[src/mrwa_div.sv]
// Restoring signed divider, one quotient bit per cycle, truncating toward zero.
module mrwa_div #(
  parameter int NUM_W = 30,
  parameter int DEN_W = 7
) (
  input  logic             clk,
  input  logic             rst_n,
  input  logic             start,
  input  logic [NUM_W-1:0] num,    // signed
  input  logic [DEN_W-1:0] den,    // unsigned, nonzero
  output logic             busy,
  output logic [NUM_W-1:0] quot    // signed
);
  localparam int CNT_W = $clog2(NUM_W + 1);

  logic [NUM_W-1:0] q_r, q_nxt;
  logic [DEN_W:0]   rem_r, rem_nxt;
  logic [DEN_W-1:0] den_r, den_nxt;
  logic             neg_r, neg_nxt;
  logic [CNT_W-1:0] cnt_r, cnt_nxt;
  logic             busy_r, busy_nxt;
  logic [DEN_W:0]   trial;

  always_comb begin
    q_nxt    = q_r;
    rem_nxt  = rem_r;
    den_nxt  = den_r;
    neg_nxt  = neg_r;
    cnt_nxt  = cnt_r;
    busy_nxt = busy_r;
    trial    = {rem_r[DEN_W-1:0], q_r[NUM_W-1]};
    if (start) begin
      neg_nxt  = num[NUM_W-1];
      q_nxt    = num[NUM_W-1] ? (~num + 1'b1) : num;
      rem_nxt  = '0;
      den_nxt  = den;
      cnt_nxt  = CNT_W'(NUM_W);
      busy_nxt = 1'b1;
    end else if (busy_r) begin
      // shift one dividend bit in, subtract when it fits
      if (trial >= {1'b0, den_r}) begin
        rem_nxt = trial - {1'b0, den_r};
        q_nxt   = {q_r[NUM_W-2:0], 1'b1};
      end else begin
        rem_nxt = trial;
        q_nxt   = {q_r[NUM_W-2:0], 1'b0};
      end
      cnt_nxt = cnt_r - 1'b1;
      if (cnt_r == CNT_W'(1)) begin
        busy_nxt = 1'b0;
        if (neg_r) begin
          q_nxt = ~{q_r[NUM_W-2:0], (trial >= {1'b0, den_r})} + 1'b1;
        end
      end
    end
  end

  always_ff @(posedge clk) begin
    if (!rst_n) begin
      busy_r <= 1'b0;
      cnt_r  <= '0;
    end else begin
      busy_r <= busy_nxt;
      cnt_r  <= cnt_nxt;
    end
    q_r   <= q_nxt;
    rem_r <= rem_nxt;
    den_r <= den_nxt;
    neg_r <= neg_nxt;
  end

  assign busy = busy_r;
  assign quot = q_r;
endmodule

[config.mk]
export PLATFORM = sky130hd
export DESIGN_NAME = mrwa_div
export DESIGN_NICKNAME = d
export VERILOG_FILES = /design/src/mrwa_div.sv
export SDC_FILE = /design/constraint.sdc
export NUM_CORES = 1
export LEC_CHECK = 0
export ABC_AREA = 1
export BUFFER_PORTS_ARGS = -buffer_cell sky130_fd_sc_hd__buf_4
export CELL_PAD_IN_SITES_DETAIL_PLACEMENT = 1
export CELL_PAD_IN_SITES_GLOBAL_PLACEMENT = 2
export CORE_AREA = 10 10 139 128
export CTS_BUF_LIST = sky130_fd_sc_hd__clkbuf_16
export DETAILED_ROUTE_END_ITERATION = 16
export DIE_AREA = 0 0 149 138
export PLACE_DENSITY_LB_ADDON = 0.05
export SLEW_MARGIN = 20
export SYNTH_ARGS = -nofsm -noshare
export SYNTH_HDL_FRONTEND = slang
export SYNTH_SLANG_ARGS = --single-unit
export TNS_END_PERCENT = 30
[constraint.sdc]
create_clock -name clk -period 2.4 [get_ports clk]
set_clock_uncertainty 0.05 [all_clocks]
set_input_delay 0.48 -clock clk [delete_from_list [all_inputs] [get_ports clk]]
set_output_delay 0.48 -clock clk [all_outputs]
set_load 0.01 [all_outputs]
# Yosys cells after proc, flatten, opt, wreduce, memory -nomap -nowiden
# Index checks and enable logic that the tools add are counted.
# op_classes
addsub	4
n_lt_le_gt_ge	1
n_eq_ne	1
n_mux	12
n_bitwise	3
n_reduce_logical	2
# op_table
op	n
30-bit 2-to-1 mux	5
30-bit by 1-bit adder with 30-bit output, second input constant	2
30-bit NOT	2
5-bit 2-to-1 mux	2
8-bit by 7-bit >= comparator with 1-bit output	1
7-bit 2-to-1 mux	1
7-bit subtractor	1
5-bit by 1-bit equality test with 1-bit output, second input constant	1
5-bit by 1-bit subtractor with 5-bit output, second input constant	1
1-bit 2-to-1 mux	4
2-bit nonzero test	1
2-bit OR reduction	1
1-bit NOT	1
# word_totals
reg_bits	51
in_bits	40
out_inout_bits	31
wordCells	30

# Logic depth before layout (Yosys ltp)
# depth
depth_word	7
mapped_depth	22
depth_no_buf	22

# Worst setup path before layout
# Ideal clock, no wire load.
# synth_timing
path_kind	flip-flop to flip-flop
start	register q_r[29], in the netlist quot[29]
end	register q_r[26], in the netlist quot[26] (data pin)
setup_time_ps	257
arrival_time_ps	2423
required_time_ps	2093
path_slack_ps	-329
stages_incl_launch_ff	22
path_buffers	0
synth_period_minus_slack_ps	2729
path_cell_list	edfxtp_1 > inv_1 > ha_1 > fa_1 > inv_1 > nand2_1 > nand2_1 > nand2_2 > nand2_1 > nand2_1 > nand2_2 > inv_1 > ha_1 > nand2_1 > nor2_2 > nand3_2 > nor2_4 > nand3_2 > o21ai_0 > nand2_1 > nand2_1 > o21ai_1
# synth_via
elab_chain_len	7
# synth_lines
item	line_no	rtl
start, declared	16	logic [NUM_W-1:0] q_r, q_nxt;
start signal, assigned	66	q_r <= q_nxt;
8-bit by 7-bit >= comparator with 1-bit output	52	q_nxt = ~{q_r[NUM_W-2:0], (trial >= {1'b0, den_r})} + 1'b1;
30-bit NOT	52	
30-bit by 1-bit adder with 30-bit output	52	
30-bit 2-to-1 mux	51	if (neg_r) begin
30-bit 2-to-1 mux	49	if (cnt_r == CNT_W'(1)) begin
30-bit 2-to-1 mux	39	end else if (busy_r) begin
30-bit 2-to-1 mux	32	if (start) begin
via q_nxt[26]	16	
# The timed path passes the listed nets, and every way through them passes these cells. The select of a mux whose other input is x is not followed.
# A chain may end at the register's enable or synchronous reset.

# Worst setup path after layout
# layout_timing
start	register q_r[29], in the netlist quot[29]
end	register q_r[24], in the netlist quot[24] (data pin)
# The elaborated chain is that of the path after synthesis.

==> flow_summary.json <==
{
  "outcome": "complete, but fails checks",
  "failed_checks": "negative setup slack",
  "grt.total_usage_pct": 15.14,
  "wirelength_um": 15490,
  "cts_tree": "yes",
  "seqPwrFrac_pct": 39.3,
  "ys_top_cells_by_area": "edfxtp_1, nand2_1, inv_1, nand3_1, dfxtp_1",
  "die_area_um2": 20560,
  "drt-wirelength-per-cell_um": 17.07,
  "period_share_pct": 114.2,
  "worstMarginPinSlew_ns": 0.5011,
  "hold_path.class": "in2reg",
  "finish.utilization_pct": 36.93,
  "drv_cap": 0,
  "die_w_um": 149,
  "synth_edf_count": 38,
  "hp-start": "den[4]",
  "finalSetupViolCount": 27,
  "diodes": 0,
  "p_leak_nw": 2.563,
  "reg2reg_depth": 21,
  "synth.distinct_cells": 44,
  "htree_levels": 2,
  "io_pins": 71,
  "startpoint_type": "flop",
  "yosysSeqAreaShare_pct": 34.30,
  "power.density_nw_per_um2": 519.4,
  "ant_nets": 0,
  "yosys.area.top_type_share_pct": 27.93,
  "clockPowerShare_pct": 29.4,
  "p_sw_w": 0.0009652,
  "num_vias": 4430,
  "syn_area_per_cell_um2": 6.866,
  "fmax_mhz": 364.8,
  "grt-ovfl-total": 0,
  "synth_nets": 648,
  "holdPathEnd": "den_r[4]",
  "synth_compound_area_share_pct": 16.91,
  "clockBufferDepth": 2,
  "grt_pass1_vias": 4690,
  "synth_xor_area_share_pct": 0.6432,
  "synthAdderAreaFrac_pct": 4.165,
  "timing.final.ws_setup_ns": -0.3412,
  "yosysTopAreaCell": "edfxtp_1",
  "maxSlewHeadroom_pct": 66.24,
  "r2r_slack_ns": -0.34,
  "ys_warn_count": 0,
  "place_hpwl_um": 12350,
  "start_util_pct": 27.12,
  "arrival_ns": 2.76,
  "switching_share_pct": 33.41,
  "synth_top_family_by_area": "simple AND/OR/NAND/NOR gates",
  "intPower_w": 0.001924,
  "design.core.area_um2": 15060,
  "rsz0062_at_grt": "true",
  "drc_errors": 0,
  "syn_inst": 595,
  "crit_path_end_kind": "flop",
  "hold_path_depth": 1,
  "irDropWorstVdd_v": 0.0002733,
  "die_h_um": 138,
  "grt_busiest_layer": "met2",
  "ys_ff_latch": 51,
  "drtIter0Drc": 153,
  "numClockSinks": 51,
  "grt_use_met3_pct": 3.132,
  "gp_congestion": 0.7954,
  "core.rowCount": 43,
  "clk_pin_slew_ns": 0.07,
  "grt_max_degree": 19,
  "crit_type": "reg2reg",
  "cts_buffers": 5,
  "period_minus_slack_ns": 2.741,
  "netlist_area_um2": 4085,
  "holdBufCountCts": 0,
  "maxSlewViolCount": 0,
  "cp_max_fo": 4,
  "pre_cts_ws_ns": -0.3145,
  "synth_ff_type": "edfxtp_1",
  "cp.required_ns": 2.41,
  "hold_ws_ns": 0.2997,
  "drt_pre_antenna_iters": 4,
  "met1_usage_pct": 20.03,
  "synthToLayoutAreaGrowth_pct": 36.17,
  "r2r-start": "quot[29]",
  "nNetsFinal": 757,
  "async_flop_share_pct": 0,
  "clock-root-buffer": "clkbuf_16",
  "placement.io_buffers": 70,
  "hold_viol_final": 0,
  "drive_gt1_share_pct": 26.67,
  "yosys.area_share.simple_pct": 33.63,
  "grt_pass1_wl_um": 25120,
  "clock_latency_ns": 0.31,
  "gr-usage-met2_pct": 24.43,
  "via_per_inst": 4.884,
  "regToRegEndpoint": "quot[24]",
  "synth.area.mux_share_pct": 0,
  "comb_power_share_pct": 31.4,
  "antenna_found_initial": 0
}
==> kinds of logic after synthesis <==
| kind of cell | after synthesis |
|---|---|
| DFF | 51 |
| xor gates and xnor gates | 3 |
| and+or+nand+nor | 299 |
| AOI/OAI and AO/OA | 121 |
| buffers and inverters | 108 |
| adders and majority gates | 13 |
==> metrics by stage <==
| stage | setup TNS [ns] | total power, W | std cells | area, um^2 |
|---|---|---|---|---|
| 2_1_floorplan | -1.528 | 0.001592 | 595 | 4120 |
| 3_3_place_gp | -1.948 | 0.001993 | 891 | 5155 |
| 3_5_place_dp | -2.647 | 0.002007 | 891 | 5155 |
| 4_1_cts | -2.411 | 0.002883 | 902 | 5391 |
| 5_1_grt | -9.185 | 0.003074 | 907 | 5563 |
| 6_report | -4.106 | 0.002889 | 907 | 5563 |
==> routing by layer <==
layer | wire (um) | vias up
met5 | 0 | -
met4 | 178 | 0
met3 | 609 | 10
met2 | 7262 | 62
met1 | 7436 | 2140
li1 | - | 2218
==> final cells by class <==
class                      count  area, um^2
fill                        1900        9502
multi-input combinational    436        2476
sequential                    51        1401
timing repair buffer         117       919.6
inverter                      93       349.1
tap                          202       252.7
clock buffer                   5       125.1
clock inverter                 3       38.79
==> cell usage after synthesis (4+ instances only) <==
library cell / count
nand2_1: 140
inv_1: 89
nand3_1: 57
nor2_1: 51
o21ai_0: 45
edfxtp_1: 38
a21oi_1: 37
dfxtp_1: 13
ha_1: 12
nand4_1: 11
nor3_1: 11
buf_2: 8
nor2_2: 8
o21ai_1: 8
o22ai_1: 7
o211ai_1: 5
a31oi_1: 4
inv_2: 4
nand2_2: 4
o31ai_1: 4
==> flip-flops by register name, indices dropped and copies added (netlist names) <==
register and cells:
quot 30, den_r 7, rem_r 7, cnt_r 5, busy 1, neg_r 1
==> cells in the final DEF, fill, tap and decap left out, drive strengths merged, types with 13 or more instances in the layout <==
cell type and count:
buf 117, nand4 13, o21ai 55, dfxtp 13, inv 93, nor2 62, nand2 144, edfxtp 38
a21oi 37, nand3 61
==> power by group through the flow <==
stage | clock [W] | sequential (W) | combinational, W
6_report | 0.000848 | 0.00114 | 0.000906
5_1_grt | 0.000907 | 0.00115 | 0.00102
4_1_cts | 0.000874 | 0.00114 | 0.000873
3_5_place_dp | 0 | 0.00116 | 0.000851
3_3_place_gp | 0 | 0.00115 | 0.000839
2_1_floorplan | 0 | 0.00116 | 0.000432
==> worst max-delay path by stage <==
| stage | cells past startpoint | slack (ns) | endpoint | from |
|---|---|---|---|---|
| floorplan | 21 | -0.25 | quot[26] | quot[29] |
| global placement | 21 | -0.26 | quot[26] | quot[29] |
| detailed placement | 21 | -0.31 | quot[26] | quot[29] |
| CTS | 21 | -0.28 | quot[28] | quot[29] |
| global route | 21 | -0.56 | quot[28] | quot[29] |
| finish | 21 | -0.34 | quot[24] | quot[29] |
==> what timing repair did <==
action	4_1_cts	5_1_grt
gates resized for setup	17	37
buffers inserted	3	6
setup endpoints to repair	18	29
pin swaps	3	15
gates cloned	0	0
==> critical path: stages, from the launching register on <==
cell and delay [ns]:
edfxtp_1 0.40, inv_2 0.09, ha_4 0.14, fa_2 0.21
inv_2 0.03, nand2_1 0.04, nand2_1 0.06, nand2_2 0.08
nand2_2 0.05, nand2_2 0.07, nand2_2 0.06, inv_2 0.07
ha_4 0.13, nand2_4 0.05, nor2_4 0.13, nand3_4 0.10
nor2_4 0.19, nand3_4 0.12, o21ai_4 0.22, nand2_1 0.08
nand3_1 0.07, nand2_1 0.06
(Power assumes the default switching activity.)
